**src/lpfm_pkg.sv**
```systemverilog
package lpfm_pkg;

  typedef struct packed {
    logic [15:0] sample;
    logic        last;
  } in_item_t;

  typedef struct packed {
    logic [15:0] peak_value;
    logic [9:0]  peak_index;
    logic [9:0]  left_index;
    logic [9:0]  right_index;
    logic [17:0] fwhm_q8;
    logic        ok;
  } out_item_t;

  localparam logic [7:0]  MARGIN_RESET = 8'd50;
  localparam logic [17:0] FWHM_MAX     = 18'd262143;
  localparam int          QUEUE_DEPTH  = 2;

endpackage

```
**src/lpfm_back.sv**
```systemverilog
// Back part: sequencer that scans the stored line for the peak, walks both
// ways to the half-max crossings and runs a restoring divider per fraction.
module lpfm_back #(
  parameter int SAMPLE_BITS = 16,
  parameter int AW          = 10,
  parameter int NW          = 11
) (
  input  logic                   clk,
  input  logic                   rst,
  input  logic [7:0]             margin,
  input  logic                   job_valid,
  input  logic [NW-1:0]          job_len,
  output logic                   pop,
  output logic [AW-1:0]          raddr,
  input  logic [SAMPLE_BITS-1:0] rdata,
  output logic                   done,
  output lpfm_pkg::out_item_t    result
);

  localparam int SB = SAMPLE_BITS;
  localparam int IW = NW + 1;
  localparam int DW = SB + 2;

  localparam logic [3:0] S_IDLE  = 4'd0;
  localparam logic [3:0] S_SCAN  = 4'd1;
  localparam logic [3:0] S_LWALK = 4'd2;
  localparam logic [3:0] S_RWALK = 4'd3;
  localparam logic [3:0] S_FETCH = 4'd4;
  localparam logic [3:0] S_DIV   = 4'd5;
  localparam logic [3:0] S_SUM   = 4'd6;
  localparam logic [3:0] S_OUT   = 4'd7;

  logic [3:0]    state;
  logic [IW-1:0] lo, hi, idx, pk, left, right;
  logic [SB-1:0] peak;
  logic          vld;
  logic [2:0]    fstep;
  logic [SB-1:0] v_left, v_lin, v_right, v_rin;
  logic          side;
  logic [DW-1:0] den, rem;
  logic [8:0]    quo;
  logic [3:0]    dcnt;
  logic [8:0]    tl, tr;
  logic [8:0]    frac;
  logic          short_line;
  logic [SB:0]   twice;
  logic [IW-1:0] iaddr;
  logic [DW-1:0] rem_sh;
  logic [DW-1:0] n_c, d_c;
  logic [IW+8:0] fw;

  assign twice = {rdata, 1'b0};
  assign raddr = iaddr[AW-1:0];
  assign pop   = (state == S_IDLE) && job_valid;
  assign rem_sh = {rem[DW-2:0], 1'b0};

  always_comb begin
    iaddr = idx;
    if (state == S_FETCH) begin
      unique case (fstep)
        3'd0:    iaddr = left;
        3'd1:    iaddr = (left + IW'(1) < pk) ? left + IW'(1) : pk;
        3'd2:    iaddr = right;
        default: iaddr = (right - IW'(1) > pk) ? right - IW'(1) : pk;
      endcase
    end
  end

  // Signed numerator and denominator of one crossing fraction.
  always_comb begin
    if (side == 1'b0) begin
      n_c = DW'(peak) - {1'b0, v_left, 1'b0};
      d_c = {1'b0, v_lin, 1'b0} - {1'b0, v_left, 1'b0};
    end else begin
      n_c = DW'(peak) - {1'b0, v_right, 1'b0};
      d_c = {1'b0, v_rin, 1'b0} - {1'b0, v_right, 1'b0};
    end
  end

  always_ff @(posedge clk) begin
    if (rst) begin
      state <= S_IDLE;
      done  <= 1'b0;
    end else begin
      done <= 1'b0;
      unique case (state)
        S_IDLE: begin
          if (job_valid) begin
            short_line <= ({1'b0, job_len} <= {margin, 1'b0});
            lo  <= IW'(margin);
            hi  <= IW'(job_len) - IW'(margin) - IW'(1);
            idx <= IW'(margin);
            vld <= 1'b0;
            if ({1'b0, job_len} <= {margin, 1'b0}) begin
              state <= S_OUT;
            end else begin
              state <= S_SCAN;
            end
          end
        end
        S_SCAN: begin
          // vld marks that rdata holds the sample at idx - 1.
          vld <= 1'b1;
          if (vld) begin
            if (idx - IW'(1) == lo || rdata > peak) begin
              peak <= rdata;
              pk   <= idx - IW'(1);
            end
          end
          if (vld && idx - IW'(1) == hi) begin
            state <= S_LWALK;
            vld   <= 1'b0;
          end else begin
            idx <= idx + IW'(1);
          end
          if (vld && idx - IW'(1) == hi) begin
            idx  <= (rdata > peak) ? idx - IW'(2) : pk - IW'(1);
            left <= lo;
          end
        end
        S_LWALK: begin
          if (pk == lo) begin
            left  <= lo;
            idx   <= pk + IW'(1);
            vld   <= 1'b0;
            state <= S_RWALK;
          end else begin
            vld <= 1'b1;
            if (vld) begin
              if ({1'b0, twice} <= (SB+1)'(peak) || idx + IW'(1) == lo) begin
                left  <= ({1'b0, twice} <= (SB+1)'(peak)) ? idx + IW'(1) : lo;
                idx   <= pk + IW'(1);
                vld   <= 1'b0;
                state <= S_RWALK;
              end else begin
                idx <= idx - IW'(1);
              end
            end else begin
              idx <= idx - IW'(1);
            end
          end
        end
        S_RWALK: begin
          if (pk == hi) begin
            right <= hi;
            fstep <= '0;
            state <= S_FETCH;
          end else begin
            vld <= 1'b1;
            if (vld) begin
              if ({1'b0, twice} <= (SB+1)'(peak) || idx - IW'(1) == hi) begin
                right <= ({1'b0, twice} <= (SB+1)'(peak)) ? idx - IW'(1) : hi;
                fstep <= '0;
                state <= S_FETCH;
              end else begin
                idx <= idx + IW'(1);
              end
            end else begin
              idx <= idx + IW'(1);
            end
          end
        end
        S_FETCH: begin
          // Address fstep issued this cycle; data of fstep-1 arrives now.
          unique case (fstep)
            3'd1:    v_left  <= rdata;
            3'd2:    v_lin   <= rdata;
            3'd3:    v_right <= rdata;
            3'd4:    v_rin   <= rdata;
            default: ;
          endcase
          if (fstep == 3'd4) begin
            side  <= 1'b0;
            dcnt  <= '0;
            state <= S_DIV;
          end else begin
            fstep <= fstep + 3'd1;
          end
        end
        S_DIV: begin
          if (dcnt == 4'd0) begin
            if (n_c[DW-1] || n_c == '0) begin
              frac <= 9'd0;
              dcnt <= 4'd10;
            end else if (d_c[DW-1] || d_c <= n_c) begin
              frac <= 9'd256;
              dcnt <= 4'd10;
            end else begin
              den  <= d_c;
              rem  <= n_c;
              quo  <= '0;
              dcnt <= 4'd1;
            end
          end else if (dcnt <= 4'd8) begin
            // One quotient bit per cycle of num*256/den, num < den.
            if (rem_sh >= den) begin
              rem <= rem_sh - den;
              quo <= {quo[7:0], 1'b1};
            end else begin
              rem <= rem_sh;
              quo <= {quo[7:0], 1'b0};
            end
            dcnt <= dcnt + 4'd1;
            if (dcnt == 4'd8) begin
              dcnt <= 4'd9;
            end
          end else begin
            if (side == 1'b0) begin
              tl <= (dcnt == 4'd9) ? quo : frac;
              side <= 1'b1;
              dcnt <= '0;
            end else begin
              tr <= (dcnt == 4'd9) ? quo : frac;
              state <= S_SUM;
            end
          end
        end
        S_SUM: begin
          state <= S_OUT;
        end
        S_OUT: begin
          done  <= 1'b1;
          state <= S_IDLE;
          if (short_line) begin
            result <= '0;
          end else begin
            result.peak_value  <= 16'(peak);
            result.peak_index  <= 10'(pk);
            result.left_index  <= 10'(left);
            result.right_index <= 10'(right);
            result.fwhm_q8     <= fw[IW+8] ? '0
                               : (fw > (IW+9)'(lpfm_pkg::FWHM_MAX)) ? lpfm_pkg::FWHM_MAX
                               : fw[17:0];
            result.ok          <= 1'b1;
          end
        end
        default: state <= S_IDLE;
      endcase
    end
  end

  assign fw = {1'b0, right - left, 8'd0} - (IW+9)'(tl) - (IW+9)'(tr);

endmodule

```
**config.mk**
```make
export PLATFORM = sky130hd
export DESIGN_NAME = lpfm_back
export DESIGN_NICKNAME = d
export VERILOG_FILES = /design/src/lpfm_pkg.sv /design/src/lpfm_back.sv
export SDC_FILE = /design/constraint.sdc
export NUM_CORES = 1
export LEC_CHECK = 0
export ABC_CLOCK_PERIOD_IN_PS = 6450
export BUFFER_PORTS_ARGS = -buffer_cell sky130_fd_sc_hd__buf_2
export CORE_AREA = 2 2 215 217
export DETAILED_ROUTE_END_ITERATION = 6
export DIE_AREA = 0 0 217 219
export PLACE_DENSITY_LB_ADDON = 0.2
export SLEW_MARGIN = 5
export SYNTH_ARGS = -nofsm -noshare
export SYNTH_HDL_FRONTEND = slang
export SYNTH_SLANG_ARGS = --single-unit
```
**constraint.sdc**
```tcl
create_clock -name clk -period 6.45 [get_ports clk]
set_input_delay 1.29 -clock clk [delete_from_list [all_inputs] [get_ports clk]]
set_output_delay 1.29 -clock clk [all_outputs]
set_load 0.03 [all_outputs]
```
# Word-level counts from Yosys, hierarchy flattened
# Index checks and enable logic that the tools add are counted.
[totals]
ff_bits = 291
in_bits = 38
out_inout_bits = 77
[classes]
n_eq_ne = 34
n_mux = 79
n_reduce_logical = 40
addsub = 19
bitwise_logic = 6
order_cmp = 9
[ops]
columns = ["operator", "n"]
rows = [
  ["12-bit two-way mux", 18],
  ["17-bit two-way mux", 5],
  ["4-bit two-way mux", 19],
  ["18-bit two-way mux", 3],
  ["9-bit two-way mux", 6],
  ["12-bit case mux with 4 select lines", 1],
  ["12-bit by 1-bit subtractor with 12-bit output, second input constant", 4],
  ["5-bit AND reduction", 8],
  ["12-bit by 1-bit adder with 12-bit output, second input constant", 3],
  ["12-bit by 8-bit == test with 1-bit output", 3],
  ["16-bit by 17-bit subtractor with 18-bit output", 2],
  ["17-bit by 17-bit subtractor with 18-bit output", 2],
  ["10-bit two-way mux", 3],
  ["10-bit case mux with 3 select lines", 1],
  ["4-bit case mux with 7 select lines", 1],
  ["12-bit == test", 2],
  ["12-bit case mux with 2 select lines", 1],
  ["21-bit by 18-bit > comparator with 1-bit output, second input constant", 1],
  ["20-bit by 9-bit subtractor with 21-bit output", 1],
  ["21-bit by 9-bit subtractor with 21-bit output", 1],
  ["4-bit AND reduction", 5],
  ["18-bit >= comparator", 1],
  ["18-bit <= comparator", 1],
  ["18-bit zero test", 1],
  ["40 further kinds", 94],
]

# Depth between registers and ports, before layout
[logic_depth]
ltp_word = 8
mapped_depth = 22
depth_no_buf = 22

# Least setup slack after synthesis
# Ideal clock, no wire load.
[synth_path]
kind = "register to register"
from = "register side"
to = "register quo[0], enable pin"
slack_ps = -45
required_ps = 6016
path_stages_with_launch = 19
setup_ps = 434
t_arrival_ps = 6062
path_buffers = 3
path_cell_list = "edfxtp_1 > clkbuf_1 > clkbuf_1 > buf_1 > mux2i_1 > ha_1 > a211oi_2 > nor2_1 > o211ai_1 > a21boi_0 > or2_2 > ha_1 > nand4_1 > nor3_1 > o21ai_0 > a41o_1 > nor3_1 > a21oi_1 > a2111oi_2"
[synth_via]
elab_chain_len = 5
[synth_rtl]
columns = ["element", "line_no", "rtl"]
rows = [
  ["from (decl)", "lpfm_back.sv:39", "logic side;"],
  ["from (signal assigned)", "lpfm_back.sv:173", "side <= 1'b0;"],
  ["from (signal assigned)", "lpfm_back.sv:210", "side <= 1'b1;"],
  ["18-bit two-way mux", "lpfm_back.sv:71", "if (side == 1'b0) begin"],
  ["18-bit <= comparator / 18-bit zero test (equally long branches)", "lpfm_back.sv:185, lpfm_back.sv:182", ""],
  ["1-bit logical OR (on tied branches)", "lpfm_back.sv:185, lpfm_back.sv:182", ""],
  ["2-bit inequality test (no source line)", "--", ""],
  ["5-bit AND reduction (no source line) (*)", "--", ""],
  ["to (signal assigned)", "lpfm_back.sv:198", "quo <= {quo[7:0], 1'b1};"],
  ["to (signal assigned)", "lpfm_back.sv:201", "quo <= {quo[7:0], 1'b0};"],
  ["to (decl)", "lpfm_back.sv:41", "logic [8:0] quo;"],
]
# Every way passes the cells marked *; elsewhere a longest branch is shown, timed or not.
# A chain may end at the register's enable or synchronous reset.

# Worst setup path in the final report
[layout_path]
from = "register left[0]"
to = "output raddr[7]"
[layout_via]
elab_chain_len = 5
[layout_rtl]
columns = ["element", "line_no", "rtl"]
rows = [
  ["from (decl)", "lpfm_back.sv:34", "logic [IW-1:0] lo, hi, idx, pk, left, right;"],
  ["from (signal assigned)", "lpfm_back.sv:118", "left <= lo;"],
  ["from (signal assigned)", "lpfm_back.sv:123", "left <= lo;"],
  ["from (signal assigned)", "lpfm_back.sv:131", "left <= ({1'b0, twice} <= (SB+1)'(peak)) ? idx + IW'(1) : lo;"],
  ["12-bit by 1-bit adder with 12-bit output (*)", "lpfm_back.sv:62", "3'd1: iaddr = (left + IW'(1) < pk) ? left + IW'(1) : pk;"],
  ["12-bit less-than comparator", "lpfm_back.sv:62", ""],
  ["10-bit two-way mux (*)", "lpfm_back.sv:62", ""],
  ["10-bit case mux with 3 select lines (*)", "lpfm_back.sv:60", "unique case (fstep)"],
  ["10-bit two-way mux (*)", "lpfm_back.sv:59", "if (state == S_FETCH) begin"],
  ["to (decl)", "lpfm_back.sv:14", "output logic [AW-1:0] raddr,"],
]
# Marks and branches as above.

==> results.sh <==
export IMPL_layout_nets=2371
export IMPL_start_util_pct=45.7
export IMPL_hold_path_class="register to register"
export IMPL_peakVddDrop_mv=0.170
export IMPL_clock_sinks=289
export IMPL_core_mm2=0.0451
export IMPL_synth_top_area_cell="edfxtp_1"
export IMPL_internal_power_mw=3.89
export IMPL_synth_cells=2029
export IMPL_grt_pass1_vias=15353
export IMPL_h_tree_depth=2
export IMPL_hp_start="quo[3]"
export IMPL_cp_max_fo=9
export IMPL_status="finished, final reports clean"
export IMPL_grt_max_degree=51
export IMPL_ctsResizeCount=0
export IMPL_hold_ws_ps=525
export IMPL_antenna_cells=0
export IMPL_worst_path_buf_inv=2
export IMPL_finalCritPeriodShare_pct=91.7
export IMPL_setup_ws_ps=532
export IMPL_max_slew_margin_rel_pct=26.7
export IMPL_finalSetupViolations=0
export IMPL_pre_cts_slack_ps=846
export IMPL_cts_hold_buf=0
export IMPL_startpoint="left[0]"
export IMPL_cts_buffers=35
export IMPL_clk_pin_slew_ps=60
export IMPL_power_density_mw_per_mm2=245
export IMPL_p_leak_nw=9.34
export IMPL_swShare_pct=31.1
export IMPL_worstSetupPathDepth=16
export IMPL_dieHeight_um=219
export IMPL_vias_per_cell=5.72
export IMPL_drtIter0Drc=1334
export IMPL_synth_edf_count=285
export IMPL_globalplace_congestion=0.926
export IMPL_cts_setup_buffers=0
export IMPL_fmax_mhz=169
export IMPL_reg2reg_to="rem[12]"
export IMPL_synth_seq_area_share_pct=41.9
export IMPL_critPathKind="register to output pin"
export IMPL_ys_top_cells_by_area="edfxtp_1 42%, ha_1 12%, xnor2_1 4.2%, xor2_1 3.2%, inv_1 3.2%"
export IMPL_synth_top_cell_area_share_pct=41.5
export IMPL_critPathLaunchType="register"
export IMPL_power_frac_comb_pct=21.3
export IMPL_ys_dominant_reg_cell="edfxtp_1"
export IMPL_power_switching_mw=1.75
export IMPL_syn2layout_area_growth_pct=11.7
export IMPL_grt_pass1_wl_mm=85.1
export IMPL_slowest_stage="edfxtp_1"
export IMPL_drive_above_1_share_pct=12.2
export IMPL_syn_nets=2271
export IMPL_grt_util_all_layers_pct=22.8
export IMPL_finalHoldViolCount=0
export IMPL_layout_common_cells="285 x edfxtp_1, 196 x ha_1, 177 x inv_1"
export IMPL_syn_avg_cell_area_um2=10.2
export IMPL_arrival_ps=4630
export IMPL_ant_nets=0
export IMPL_rows=78
export IMPL_cts_tree="yes"
export IMPL_clkLatencyLatePin_ps=560
export IMPL_required_ps=5160
export IMPL_clkPwrFrac_pct=36.8
export IMPL_finalWirelength_mm=54.2
export IMPL_final_common_cell="edfxtp_1"
export IMPL_r2r_setup_slack_ps=810
export IMPL_cp_endpoint="raddr[7]"
export IMPL_clockBufferDepth=3
export IMPL_antenna_found_initial=0
export IMPL_cts_root_buf="clkbuf_16"
export IMPL_critical_path_top_delay_family="compound AO/OA/AOI/OAI gates"
export IMPL_overflow=0
export IMPL_slew_violations=0
export IMPL_syn_area_mm2=0.0206
export IMPL_fp_dieW_um=217
export IMPL_pwr_share_seq_pct=41.8
export IMPL_fin_crit_ps=5920
export IMPL_fin_tns_setup_ps=0
export IMPL_synth_async_reset_ratio_pct=0
export IMPL_vias=15762
export IMPL_cp_end_kind="output pin"
export IMPL_max_stage_delay_ps=530
export IMPL_die_area_mm2=0.0475
export IMPL_ys_ff_latch=289
export IMPL_dp_hpwl_mm=42.2
export IMPL_io_pins=115
export IMPL_rsz0062_at_grt="no"
export IMPL_io_buffers=114
export IMPL_reg2reg_depth=17
export IMPL_maxCapViolations=0
export IMPL_yosysUniqueCellTypes=97
export IMPL_drc=0
export IMPL_worstMarginPinSlew_ps=1100
export IMPL_wire_per_inst_um=19.7
export IMPL_r2r_start="side"
export IMPL_first_pass_iters=6
export IMPL_path_cells="nand3_1 -> nor2_1 -> nand2_1 -> xnor2_1 -> ha_1 -> a21o_1 -> a21o_1 -> a211oi_1 -> nand4_1 -> o211ai_1 -> buf_4 -> nand2_1 -> o21ai_0 -> a222oi_1 -> o31ai_1 -> buf_2"
export IMPL_skew_ps=39.0
export IMPL_ys_warn_count=0
flip-flops by register name, indices dropped and copies added, names as in the netlist, 4 cells and up:
name     count
result      65
den         17
rem         17
peak        16
v_left      16
v_lin       16
v_right     16
v_rin       16
hi          12
idx         12
left        12
pk          12
right       12
quo          9
tl           9
tr           9
lo           8
dcnt         4
power by group through the flow:
stage / clock network (mW) / registers, mW / logic [mW]
2_1_floorplan: 0 / 2.26 / 0.947
3_3_place_gp: 0 / 2.39 / 1.17
3_5_place_dp: 0 / 2.39 / 1.19
4_1_cts: 2.12 / 2.35 / 1.20
5_1_grt: 2.19 / 2.37 / 1.33
6_report: 2.08 / 2.36 / 1.21
logic make-up (layout without fill, tap and decap cells):
logic type	after synthesis	count (layout)	share of synthesized area [%]
AOI/OAI and AO/OA	461	461	15.2
muxes	61	61	3.11
DFF	289	289	41.9
adders and majority gates	204	204	12.7
buffers and inverters	252	379	4.89
xor gates and xnor gates	180	180	7.92
and+or+nand+nor	582	582	14.3
layer usage:
metal / global-route usage [%] / share of wire, % / vias to the layer above
met5: 0 / 0 / -
met4: 6.03 / 2.2 / 0
met3: 3.19 / 6.0 / 70
met2: 35.3 / 43 / 485
met1: 33.6 / 49 / 7560
li1: - / - / 7647
worst reg2reg max path, cell delays in order (launching register included):
cell and delay [ps]:
edfxtp_1 530, buf_4 510, mux2i_1 280, ha_1 330, o21ai_1 260, nor2_1 100, o211ai_1 310, a21boi_0 210
or2_2 350, ha_1 290, nand4_1 110, nor3_1 260, o21ai_0 130, a41o_1 250, nor3_1 380, a21oi_1 240
a2111oi_4 350, buf_4 390
stage by stage:
stage | utilization, % | cell area, µm² | power [mW] | cells
6_report | 51.1 | 23000 | 5.65 | 2756
5_1_grt | 51.1 | 23000 | 5.89 | 2756
4_1_cts | 51.1 | 23000 | 5.67 | 2756
3_5_place_dp | 48.4 | 21800 | 3.58 | 2692
3_3_place_gp | 48.4 | 21800 | 3.56 | 2692
2_1_floorplan | - | 20600 | 3.21 | 2029
worst min path at each step:
stage                        end  slack [ps]  cells past startpoint
after floorplan           quo[1]         510                      1
after global placement    quo[1]         540                      1
after detailed placement  quo[1]         530                      1
after CTS                 quo[4]         520                      1
after global routing      quo[8]         580                      1
final                     quo[4]         530                      1
layout make-up:
cell class              count  area [µm²]
well taps                 600         751
repair buffers            135         728
inverters                 180         676
clock buffers              38         887
fillers                  4117       22100
flip-flops and latches    289        8640
clock inverters            26         338
multi-input cells        1488       11000
Yosys cell counts, types with 7 or more instances:
library cell / count
nor4_1: 26
edfxtp_1: 285
mux2i_1: 36
nand4_1: 30
o21ai_0: 79
a21o_1: 33
a221o_1: 7
buf_1: 7
xnor2_1: 100
a21oi_1: 131
and2_1: 30
a22oi_1: 11
o21a_1: 22
mux2_2: 24
xor2_1: 76
a21boi_0: 7
nor2_1: 159
a31oi_1: 7
ha_1: 196
a211oi_1: 34
clkbuf_1: 46
nor3_1: 48
a222oi_1: 9
nor2b_1: 35
fa_1: 8
or3_1: 9
buf_2: 10
inv_1: 177
o211ai_1: 9
o31ai_1: 20
and3_1: 16
nand2b_1: 20
or2_2: 7
nor3b_1: 11
nand2_1: 123
nand3_1: 39
Power figures use the tool's default switching activity.
