<file path="src/lpfm_pkg.sv">
package lpfm_pkg;

  typedef struct packed {
    logic [15:0] sample;
    logic        last;
  } in_item_t;

  typedef struct packed {
    logic [15:0] peak_value;
    logic [9:0]  peak_index;
    logic [9:0]  left_index;
    logic [9:0]  right_index;
    logic [17:0] fwhm_q8;
    logic        ok;
  } out_item_t;

  localparam logic [7:0]  MARGIN_RESET = 8'd50;
  localparam logic [17:0] FWHM_MAX     = 18'd262143;
  localparam int          QUEUE_DEPTH  = 2;

endpackage

</file>
<file path="src/lpfm_front.sv">
// Front part: takes items, writes samples into the line store and, on a
// last flag, pushes a measurement job (line length) into a short queue.
module lpfm_front #(
  parameter int LINE_MAX    = 1024,
  parameter int SAMPLE_BITS = 16,
  parameter int AW          = 10,
  parameter int NW          = 11
) (
  input  logic                   clk,
  input  logic                   rst,
  input  logic                   take,
  input  lpfm_pkg::in_item_t     item,
  input  logic                   pop,
  output logic                   we,
  output logic [AW-1:0]          waddr,
  output logic [SAMPLE_BITS-1:0] wdata,
  output logic                   job_valid,
  output logic [NW-1:0]          job_len,
  output logic                   full
);

  localparam int QD = lpfm_pkg::QUEUE_DEPTH;

  logic [NW-1:0] fill_count;
  logic [NW-1:0] fill_next;
  logic [NW-1:0] q_len [QD];
  logic [1:0]    q_count;
  logic          q_wp;
  logic          q_rp;
  logic          push;

  assign fill_next = (fill_count < NW'(LINE_MAX)) ? fill_count + NW'(1) : fill_count;
  assign we    = take && (fill_count < NW'(LINE_MAX));
  assign waddr = fill_count[AW-1:0];
  assign wdata = item.sample[SAMPLE_BITS-1:0];
  assign push  = take && item.last;
  assign job_valid = (q_count != 2'd0);
  assign job_len   = q_len[q_rp];
  // full rises as soon as one job is queued, so the top holds off new items and
  // the store never sees a new line overwrite samples still under measurement.
  assign full = (q_count != 2'd0);

  always_ff @(posedge clk) begin
    if (rst) begin
      fill_count <= '0;
      q_count    <= '0;
      q_wp       <= 1'b0;
      q_rp       <= 1'b0;
    end else begin
      if (take) begin
        fill_count <= item.last ? '0 : fill_next;
      end
      if (push) begin
        q_len[q_wp] <= fill_next;
        q_wp        <= ~q_wp;
      end
      if (pop) begin
        q_rp <= ~q_rp;
      end
      q_count <= q_count + 2'(push) - 2'(pop);
    end
  end

endmodule

</file>
<file path="config.mk">
export PLATFORM = sky130hd
export DESIGN_NAME = lpfm_front
export DESIGN_NICKNAME = d
export VERILOG_FILES = /design/src/lpfm_pkg.sv /design/src/lpfm_front.sv
export SDC_FILE = /design/constraint.sdc
export NUM_CORES = 1
export LEC_CHECK = 0
export BUFFER_PORTS_ARGS = -buffer_cell sky130_fd_sc_hd__buf_2
export CAP_MARGIN = 15
export CORE_ASPECT_RATIO = 0.5
export CORE_MARGIN = 2
export CORE_UTILIZATION = 50
export DETAILED_ROUTE_END_ITERATION = 8
export GPL_ROUTABILITY_DRIVEN = 0
export GPL_TIMING_DRIVEN = 0
export PLACE_DENSITY_LB_ADDON = 0.15
export SLEW_MARGIN = 20
export SYNTH_ARGS = -nofsm -noshare
export SYNTH_HDL_FRONTEND = slang
export SYNTH_SLANG_ARGS = --single-unit
</file>
<file path="constraint.sdc">
create_clock -name clk -period 3.2 [get_ports clk]
set_clock_uncertainty 0.05 [all_clocks]
set_input_delay 0.64 -clock clk [delete_from_list [all_inputs] [get_ports clk]]
set_output_delay 0.64 -clock clk [all_outputs]
set_load 0.005 [all_outputs]
</file>
# Yosys cells after proc, flatten, opt, wreduce, memory -nomap -nowiden
# Memory sizes are Yosys's and may differ from the RTL's. A register that Yosys moved wholly into a read port is not among the register bits.
# Index checks and enable logic that the tools add are counted.
# classes
addsub,3
order_cmp,1
mux,7
bitwise_logic,2
n_reduce_logical,3
# op_table
operator,count
two-way mux 11 bit,2
adder 11 x 1 -> 11 bit (second input constant),1
< comparator 11 bit (second input constant),1
two-way mux 1 bit,5
adder 2 x 1 -> 2 bit,1
logical AND 1 bit,2
inverter 1 bit,2
nonzero test 2 bit,1
subtractor 2 x 1 -> 2 bit,1
# totals
regBits,15
ram_bits,22
input_bits,21
out_inout_bits,40
elab_cells,21
memories,1
# memory_table
memory,words,word_bits,rd,rd_clocked_by_memory_dff,write_ports,line_no,source
q_len,2,11,1,1,1,lpfm_front.sv:26,logic [NW-1:0] q_len [QD];

# Logic depth before layout (Yosys ltp)
# Gate-level depths: netlist (run 1).
# depth
word_depth,4
depth_mapped,8

# Worst setup path after synthesis (run 1)
# OpenSTA, ideal clock, no wires.
# synth_timing
path_type,input -> register
startpoint,input port item[0] (netlist bit)
endpoint,memory q_len[1][0] (enable)
setup_time_ps,396
arrival_time_ps,1989
slack_ps,766
path_stages,3
cell_sequence,clkbuf_1 -> nand2_1 -> nor3b_1
# synth_via
elab_chain_len,4
# synth_rtl
item,line_no,source
"start, declared",lpfm_front.sv:12,"input lpfm_pkg::in_item_t item,"
logical AND 1 bit,lpfm_front.sv:36,assign push = take && item.last;
two-way mux 1 bit,lpfm_front.sv:53,if (push) begin
two-way mux 1 bit,lpfm_front.sv:44,if (rst) begin
two-way mux 1 bit (not written as such),lpfm_front.sv:54,q_len[q_wp] <= fill_next;
"end, declared",lpfm_front.sv:26,
# No other way between the ends.

==> run summary, run 1 <==
Crit path buffers/inverters - 2
worst-path cell chain - clkbuf_1 -> mux2_2 -> buf_2
DR vias/cell - 5.014
Clock Tree Root - clkbuf_8
Starting Density - 0.5432
first-pass GRT wire length - 5.802 mm
hold worst-path end - q_rp
Comb pwr share - 0.112
overall power - 0.001073 W
Setup Buffers After CTS - 0
nets - 249
Async S/R FF share, synth - 0
RSZ-0062 raised after global routing - no
main flop type after synthesis - edfxtp_1
Pre-Repair DR Iteration Count - 4
Reg-to-Reg Start - fill_count[0]
largest net degree at the start of global routing - 14
DR iter-0 viols - 100
highest net fanout along the worst path - 10
CP Class - reg2out
grt ovf - 0
Reg power frac - 0.499
Sw Pwr - 0.0002463 W
outcome - complete, no violations
clock network power share - 0.389
worst-case reg-to-reg path depth - 4
Synth Warn # - 0
worst min path class - reg2reg
Vias - 1,389
worst slew pin tran - 544.9 ps
startpoint types - register
core box area - 0.003566 mm2
Syn Std Cell Area - 0.001937 mm2
Die ar. - 0.004418 mm2
Yosys cell types - 41
switching share of power - 0.2295
chip width - 92.02 um
biggest area consumer among synthesized cells - edfxtp_1
Synth top area share - 0.3411
CTS tree - done
port bufs - 43
largest cells by area after synthesis - edfxtp_1 34%, dfxtp_1 17%, buf_4 10%
clk_lat worst skew - 300 ps
Vert. Die Dim - 48.01 um
Worst VDD drop - 0.2507 mV
Remaining DRCs - 0
ratio of cells with drive above 1 in the final layout - 0.4602
worst hold stages - 2
CP Capture Type - output pin
Max Transition Viols Final - 0
max cap viols - 0
PD cells - 455.7 mW/mm2
#FFs+latches synth - 38
HPWL Detailed - 2.780 mm
Internal - 0.0008269 W
Syn Inst Count - 173
Relative slew margins - 0.6367
Setup-failing EPs final - 0
Avg Synthesized Cell Area - 11.20 um2
number of global-route vias before repair - 1,257
Num CTS Buffers - 5
DR WL/cell - 13.90 um
io pins - 61
Crit path max-delay family - buffers and inverters
diode count - 0
Seq/Total Area, Yosys - 0.5065
worst stage delay on the critical path - 440 ps
initial antenna violation count - 0
cts repair resizes - 0
EDFF count, synth - 22
Max Clk Rate - 0.4372 GHz
hold path startpoint - q_rp
setup TNS - 0 ps
Pleak - 1.014 nW
Critical Path AT - 1600 ps
Post-Syn Nets - 197
post-layout min period - 2287 ps
Final period util - 0.7148
clk slew on worst S/H paths - 80 ps
Crit-path slowest cell - clkbuf_1
clock sinks - 38
area delta synth->final - 21.58%
CTS Hold Buffers Added - 0
final hold viol count - 0
Worst EP required - 2510 ps
WL final - 3.849 mm
R2R Setup Slk - 1470 ps
Max Buffers Root-to-Sink - 2
Worst R2R End - fill_count[8]
H-Tree Depth - 2
fillers - 282
antenna-violating nets left - 0
# rows - 15
GRT Resource Usage Total - 0.1824
[Yosys cell counts (2+ instances only)]
library cell,number
a21oi_1,7
dfxtp_1,16
nor3_1,5
buf_4,27
nand2_1,7
a22oi_1,3
nand3_1,2
mux2_2,12
buf_2,2
xor2_1,4
xnor2_1,9
inv_1,2
or2_2,2
ha_1,3
clkbuf_1,5
nand2b_1,2
o21ai_0,4
or3_1,3
nor2_1,13
edfxtp_1,22
nor2b_1,3
[metrics by stage]
stage	setup WS (ps)	hold slack (ps)	instances	instance area [um2]	utilization
2_1_floorplan	765.6	429.9	173	1937	-
3_3_place_gp	52.06	446.9	267	2216	0.6214
3_5_place_dp	728.7	462.5	269	2241	0.6284
4_1_cts	882.7	486.4	277	2355	0.6604
5_1_grt	805.4	523.2	277	2355	0.6604
6_report	912.5	479.5	277	2355	0.6604
[layout by cell type (no fill, tap or decap), types with 2 or more instances in the layout]
cell | synthesis | layout
buf_2 | 2 | 45
clkbuf_1 | 5 | 5
clkinvlp_4 | 0 | 2
nand2_1 | 7 | 7
or2_2 | 2 | 2
dfxtp_1 | 16 | 16
nor2b_1 | 3 | 3
nor3_1 | 5 | 4
clkbuf_8 | 0 | 5
a22oi_1 | 3 | 3
edfxtp_1 | 22 | 22
mux2_2 | 12 | 12
or3_1 | 3 | 3
nand2b_1 | 2 | 2
xor2_1 | 4 | 4
a21oi_1 | 7 | 7
xnor2_1 | 9 | 9
o21ai_0 | 4 | 4
nand3_1 | 2 | 2
ha_1 | 3 | 3
buf_4 | 27 | 29
nor2_1 | 13 | 13
inv_1 | 2 | 2
[routing by layer]
metal / vias to the layer above / part of all wire / global-route usage
li1: 687 / - / -
met1: 638 / 0.47 / 0.2319
met2: 56 / 0.44 / 0.3029
met3: 8 / 0.070 / 0.05039
met4: 0 / 0.017 / 0.08955
met5: - / 0 / 0
[sequential cells by signal, indices dropped and copies added, names as in the netlist, named ones only]
name	count
fill_count	11
q_count	2
q_len	22
q_rp	1
q_wp	1
[tightest hold or removal path, stage by stage (launching register included)]
cell and delay [ps]:
dfxtp_1 330, xnor2_1 90, nor2_1 80
[final cells by class]
class | count | area (um2) | share of cell area
sequential | 38 | 980.9 | 0.4166
multi-input combinational | 98 | 723.2 | 0.3071
clock inverter | 3 | 45.04 | 0.01913
inverter | 3 | 11.26 | 0.004782
timing repair buffer | 45 | 230.2 | 0.09777
clock buffer | 5 | 68.82 | 0.02922
tap | 51 | 63.81 | 0.02710
buffer | 34 | 231.5 | 0.09830
[power groups by stage]
stage	registers [W]	clock network (W)	logic (W)
after floorplan	0.000545	0	0.0000793
after global placement	0.000546	0	0.000118
after detailed placement	0.000547	0	0.000121
after CTS	0.000536	0.000419	0.000122
after global routing	0.000538	0.000436	0.000133
final	0.000536	0.000417	0.000120
[worst max-delay path by stage]
stage	to	slack, ps	depth (start not counted)
final	job_len[3]	910	3
after global placement	q_len[1][8]	50	4
after global routing	job_len[3]	810	3
after detailed placement	q_count[1]	730	9
after CTS	job_len[3]	880	3
after floorplan	q_len[1][0]	770	3
[kinds of logic after synthesis]
family                     share of synthesized area
buffers and inverters                         0.1253
DFF                                           0.5065
AOI/OAI and AO/OA                            0.06719
xor gates and xnor gates                     0.05879
muxes                                        0.07494
and+or+nand+nor                               0.1479
adders and majority gates                    0.01938
Note: power is estimated with default switching activity, not from simulation.
==> run 2, diff against run 1 <==
--- a/config.mk
+++ b/config.mk
@@ -9,7 +9,7 @@
 export CAP_MARGIN = 15
 export CORE_ASPECT_RATIO = 0.5
 export CORE_MARGIN = 2
-export CORE_UTILIZATION = 50
+export CORE_UTILIZATION = 46
 export DETAILED_ROUTE_END_ITERATION = 8
 export GPL_ROUTABILITY_DRIVEN = 0
 export GPL_TIMING_DRIVEN = 0
==> constraint.sdc (replaced) <==
create_clock -name clk -period 1.9 [get_ports clk]
set_clock_uncertainty 0.05 [all_clocks]
set_input_delay 0.38 -clock clk [delete_from_list [all_inputs] [get_ports clk]]
set_output_delay 0.38 -clock clk [all_outputs]
set_load 0.005 [all_outputs]
==> run 2 against run 1 <==
  * Via count decreased by 3.2%
  * Wire length decreased by 3.6%
  * Sequential share of layout area decreased by 0.52 points
  * Clock-buffer cell count increased by 1
  * Non-clock buffer count decreased by 3
  * Sequential power increased by 69%
  * Register-to-register slack got worse by 1300 ps
  * First-iteration DRC count decreased by 37%
  * Final area increased by 1.3%
  * Core utilization decreased by 5.9 points
  * Worst setup slack got worse by 800 ps
  * Global-route usage decreased by 0.78 points
  * Largest power group unchanged
  * Highest routed layer unchanged
==> run summary, run 2 (synthesis results as in run 1) <==
Remaining DRCs - 0 (unchanged)
Post-Place Cell Area - 0.002230 mm2 (was 0.002241 mm2)
top flop regs - q_len (22), fill_count (11), q_count (2) (unchanged)
post-layout min period - 1785 ps
Largest register FFs - 22 (unchanged)
clock sinks - 38 (unchanged)
# rows - 16 (was 15)
grt ovf - 0 (unchanged)
most common cell after layout, fill and taps aside - buf_2 (unchanged)
clk_lat worst skew - 290 ps (was 300 ps)
Setup-failing EPs final - 0 (unchanged)
R2R Setup Slk - 150 ps (was 1470 ps)
Vias - 1,344 (was 1,389)
Max Buffers Root-to-Sink - 2 (unchanged)
io pins - 61 (unchanged)
CTS Hold Buffers Added - 0 (unchanged)
worst-case reg-to-reg path depth - 4 (unchanged)
CP Class - reg2out (unchanged)
Pre-Repair DR Iteration Count - 4 (unchanged)
Num CTS Buffers - 5 (unchanged)
final hold slack - 333.9 ps (was 479.5 ps)
commonest non-fill, non-tap cells in the layout - 45 x buf_2, 27 x buf_4, 22 x edfxtp_1 (was 45 x buf_2, 29 x buf_4, 22 x edfxtp_1)
chip width - 95.77 um (was 92.02 um)
Pleak - 1.033 nW (was 1.014 nW)
H-Tree Depth - 2 (unchanged)
Max Transition Viols Final - 0 (unchanged)
diode count - 0 (unchanged)
Worst VDD drop - 0.3991 mV (was 0.2507 mV)
final hold viol count - 0 (unchanged)
setup TNS - 0 ps (unchanged)
Worst EP required - 1470 ps (was 2510 ps)
first-pass GRT wire length - 6.182 mm (was 5.802 mm)
RSZ-0062 raised after global routing - no (unchanged)
Relative slew margins - 0.5828 (was 0.6367)
highest net fanout along the worst path - 10 (unchanged)
number of global-route vias before repair - 1,286 (was 1,257)
Reg-to-Reg Start - fill_count[0] (unchanged)
Worst Setup Slack, final - 115.1 ps (was 912.5 ps)
final instance area - 0.002385 mm2 (was 0.002355 mm2)
Die ar. - 0.004777 mm2 (was 0.004418 mm2)
DR WL/cell - 13.39 um (was 13.90 um)
DR vias/cell - 4.852 (was 5.014)
Worst R2R End - fill_count[8] (unchanged)
outcome - complete, no violations (unchanged)
PD cells - 816.5 mW/mm2 (was 455.7 mW/mm2)
worst slew pin tran - 625.9 ps (was 544.9 ps)
CP Capture Type - output pin (unchanged)
port bufs - 43 (unchanged)
CTS tree - done (unchanged)
ratio of cells with drive above 1 in the final layout - 0.4619 (was 0.4602)
Critical Path AT - 1350 ps (was 1600 ps)
core box area - 0.003964 mm2 (was 0.003566 mm2)
GRT Resource Usage Total - 0.1746 (was 0.1824)
Final period util - 0.9394
worst min path class - in2reg (was reg2reg)
pre-CTS setup slack - -492.9 ps (was 728.7 ps)
area delta synth->final - 23.13% (was 21.58%)
fillers - 333 (was 282)
Clock Tree Root - clkbuf_8 (unchanged)
WL final - 3.709 mm (was 3.849 mm)
HPWL Detailed - 2.720 mm (was 2.780 mm)
startpoint types - register (unchanged)
initial antenna violation count - 0 (unchanged)
Vert. Die Dim - 49.89 um (was 48.01 um)
Top reg by flops - q_len (unchanged)
Final Util - 0.6016 (was 0.6604)
DR iter-0 viols - 63 (was 100)
Max Clk Rate - 0.5603 GHz
CP endpoint - job_len[3] (unchanged)
Starting Density - 0.4886 (was 0.5432)
antenna-violating nets left - 0 (unchanged)
nets - 246 (was 249)
largest net degree at the start of global routing - 13 (was 14)
max cap viols - 0 (unchanged)
clk slew on worst S/H paths - 70 ps (was 80 ps)
## run 2: what timing repair did
action / 4_1_cts / 5_1_grt
resized for setup: 1 / 4
endpoints found under the setup margin: 33 / 31
setup buffers: 0 / 0
endpoints found under the hold margin: 0 / 0
## run 2: layout make-up
type	instances	area [um2]	share of cell area
clock buffer	6	82.58	0.03463
timing repair buffer	43	215.2	0.09024
clock inverter	2	60.06	0.02518
multi-input combinational	98	735.7	0.3085
buffer	33	231.5	0.09706
sequential	38	980.9	0.4113
inverter	3	11.26	0.004722
tap	54	67.56	0.02833
## run 2: worst min path at each step
| stage | endpoint | depth (start not counted) | start |
|---|---|---|---|
| 2_1_floorplan | register | 2 | q_rp |
| 3_3_place_gp | register | 2 | q_rp |
| 3_5_place_dp | q_rp | 2 | q_rp |
| 4_1_cts | register | 3 | pop |
| 5_1_grt | register | 3 | pop |
| 6_report | register | 3 | pop |
## run 2: power breakdown
part           total (W)  internal (W)  switching, W
Clock           0.000839      0.000560      0.000279
Combinational   0.000204      0.000114     0.0000901
Sequential      0.000904      0.000890     0.0000141
## run 2: worst max-delay path, stage by stage, from the launching register on
cell and delay (ps):
dfxtp_1 350, clkbuf_4 230, mux2_2 360, buf_2 130
## run 2: per-stage QoR
stage,power (W),std cells
after floorplan,0.001053,173
after global placement,0.001121,270
after detailed placement,0.001124,270
after CTS,0.001959,277
after global routing,0.002024,277
final,0.001947,277
## run 2: per-layer routing
layer | routed length, um | track usage | part of all wire
met5 | 0 | 0 | 0
met4 | 35 | 0.05714 | 0.0094
met3 | 248 | 0.04893 | 0.067
met2 | 1604 | 0.2634 | 0.43
met1 | 1820 | 0.2425 | 0.49
==> run 3, diff against run 2 <==
--- a/config.mk
+++ b/config.mk
@@ -13,7 +13,9 @@
 export DETAILED_ROUTE_END_ITERATION = 8
 export GPL_ROUTABILITY_DRIVEN = 0
 export GPL_TIMING_DRIVEN = 0
+export HOLD_SLACK_MARGIN = 0.1
 export PLACE_DENSITY_LB_ADDON = 0.15
+export RECOVER_POWER = 100
 export SLEW_MARGIN = 20
 export SYNTH_ARGS = -nofsm -noshare
 export SYNTH_HDL_FRONTEND = slang
==> run 3 against run 2 <==
  * Register-to-register slack better by 40 ps
  * Total power is 0.27% lower
  * Critical path depth stayed put
  * Hold slack worse by 0.72 ps
  * Non-clock buffer count stayed put
  * Largest power group unchanged
  * Worst setup slack better by 14 ps
  * Sequential power hardly changed
  * Critical endpoint unchanged
  * Die area stayed put
  * Final cell count stayed put
==> run summary, run 3 (synthesis results as in run 1) <==
startpoint types - register (unchanged)
Clock Tree Root - clkbuf_8 (unchanged)
most common cell after layout, fill and taps aside - buf_2 (unchanged)
initial antenna violation count - 0 (unchanged)
Reg-to-Reg Start - fill_count[0] (unchanged)
worst min path class - in2reg (unchanged)
HPWL Detailed - 2.720 mm (unchanged)
Remaining DRCs - 0 (unchanged)
CP Class - reg2out (unchanged)
final hold viol count - 0 (unchanged)
worst slew pin tran - 629.4 ps (was 625.9 ps)
Pre-Repair DR Iteration Count - 6 (was 4)
final instance area - 0.002351 mm2 (was 0.002385 mm2)
GRT Resource Usage Total - 0.1746 (unchanged)
clock sinks - 38 (unchanged)
grt ovf - 0 (unchanged)
largest net degree at the start of global routing - 13 (unchanged)
post-layout min period - 1771 ps (was 1785 ps)
core box area - 0.003964 mm2 (unchanged)
# rows - 16 (unchanged)
Largest register FFs - 22 (unchanged)
first-pass GRT wire length - 6.182 mm (unchanged)
RSZ-0062 raised after global routing - no (unchanged)
max cap viols - 0 (unchanged)
H-Tree Depth - 2 (unchanged)
Vert. Die Dim - 49.89 um (unchanged)
Pleak - 0.9394 nW (was 1.033 nW)
Setup-failing EPs final - 0 (unchanged)
Starting Density - 0.4886 (unchanged)
antenna-violating nets left - 0 (unchanged)
CP Capture Type - output pin (unchanged)
Max Clk Rate - 0.5646 GHz (was 0.5603 GHz)
final std cells w/o fill - 277 (unchanged)
Relative slew margins - 0.5804 (was 0.5828)
diode count - 0 (unchanged)
Post-Place Cells - 270 (unchanged)
clk slew on worst S/H paths - 70 ps (about the same)
Post-Place Cell Area - 0.002230 mm2 (unchanged)
hold path startpoint - pop (unchanged)
top flop regs - q_len (22), fill_count (11), q_count (2) (unchanged)
Critical Path AT - 1340 ps (was 1350 ps)
Top reg by flops - q_len (unchanged)
pre-CTS setup slack - -492.9 ps (unchanged)
PD cells - 826.0 mW/mm2 (was 816.5 mW/mm2)
Final period util - 0.9322 (was 0.9394)
DR WL/cell - 13.45 um (was 13.39 um)
Worst Setup Slack, final - 128.8 ps (was 115.1 ps)
clk_lat worst skew - 290 ps (about the same)
area delta synth->final - 21.38% (was 23.13%)
number of global-route vias before repair - 1,286 (unchanged)
highest net fanout along the worst path - 10 (unchanged)
port bufs - 43 (unchanged)
Die ar. - 0.004777 mm2 (unchanged)
ratio of cells with drive above 1 in the final layout - 0.3946 (was 0.4619)
commonest non-fill, non-tap cells in the layout - 33 x buf_2, 23 x clkbuf_4, 22 x edfxtp_1 (was 45 x buf_2, 27 x buf_4, 22 x edfxtp_1)
CTS tree - done (unchanged)
Worst VDD drop - 0.3985 mV (was 0.3991 mV)
chip width - 95.77 um (unchanged)
Vias - 1,364 (was 1,344)
R2R Setup Slk - 190 ps (was 150 ps)
Max Buffers Root-to-Sink - 2 (unchanged)
Worst EP required - 1470 ps (about the same)
nets - 246 (unchanged)
io pins - 61 (unchanged)
CTS Hold Buffers Added - 0 (unchanged)
DR iter-0 viols - 56 (was 63)
WL final - 3.727 mm (was 3.709 mm)
DR vias/cell - 4.924 (was 4.852)
outcome - complete, no violations (unchanged)
Num CTS Buffers - 5 (unchanged)
Max Transition Viols Final - 0 (unchanged)
==> run 3: changes by cell type in the layout (fill, tap and decap cells not counted), sizes merged <==
| cell | delta |
|---|---|
| clkbuf | +33 |
| buf | -33 |
==> run 3: final timing paths <==
| path | end | depth (start not counted) |
|---|---|---|
| worst min-delay path | register | 3 |
| worst max register to register | fill_count[8] | 4 |
| worst max-delay path | job_len[3] | 3 |
| worst min register to register | register | 2 |
==> run 3: what timing repair did <==
item	4_1_cts	5_1_grt
buffers inserted	0	0
gates resized for setup	1	4
endpoints found under the setup margin	33	31
==> run 3: final cells by class <==
cell class | instances | area, um2
Multi-Input combinational cell | 98 | 716.9
Buffer | 33 | 230.2
Clock inverter | 2 | 60.06
Clock buffer | 6 | 82.58
Inverter | 3 | 11.26
Tap cell | 54 | 67.56
Sequential cell | 38 | 980.9
Fill cell | 338 | 1613
Timing Repair Buffer | 43 | 201.4
==> run 3: worst max-delay path, cell delays in order (launching register included) <==
cell	delay [ps]
dfxtp_1	350
clkbuf_4	230
mux2_2	370
clkbuf_1	110
==> run 3: through the flow <==
stage          hold slack, ps  TNS [ps]  utilization  power, W
3_3_place_gp            447.7     -9959       0.5625  0.001121
6_report                333.2         0       0.5931  0.001942
3_5_place_dp            471.6    -11050       0.5625  0.001124
5_1_grt                 362.0         0       0.5931  0.002018
2_1_floorplan           429.9         0            -  0.001053
4_1_cts                 334.6         0       0.5979  0.001959
==> run 3: where the power goes <==
part / internal, W / switching, W
Sequential: 0.000890 / 0.0000138
Clock: 0.000560 / 0.000282
Combinational: 0.000107 / 0.0000897
Total: 0.00156 / 0.000385
==> run 3: per-layer routing <==
metal / track usage / part of all wire / vias to the layer above
met5: 0 / 0 / -
li1: - / - / 684
met3: 0.04893 / 0.082 / 4
met4: 0.05714 / 0.0091 / 0
met2: 0.2634 / 0.43 / 64
met1: 0.2425 / 0.47 / 612
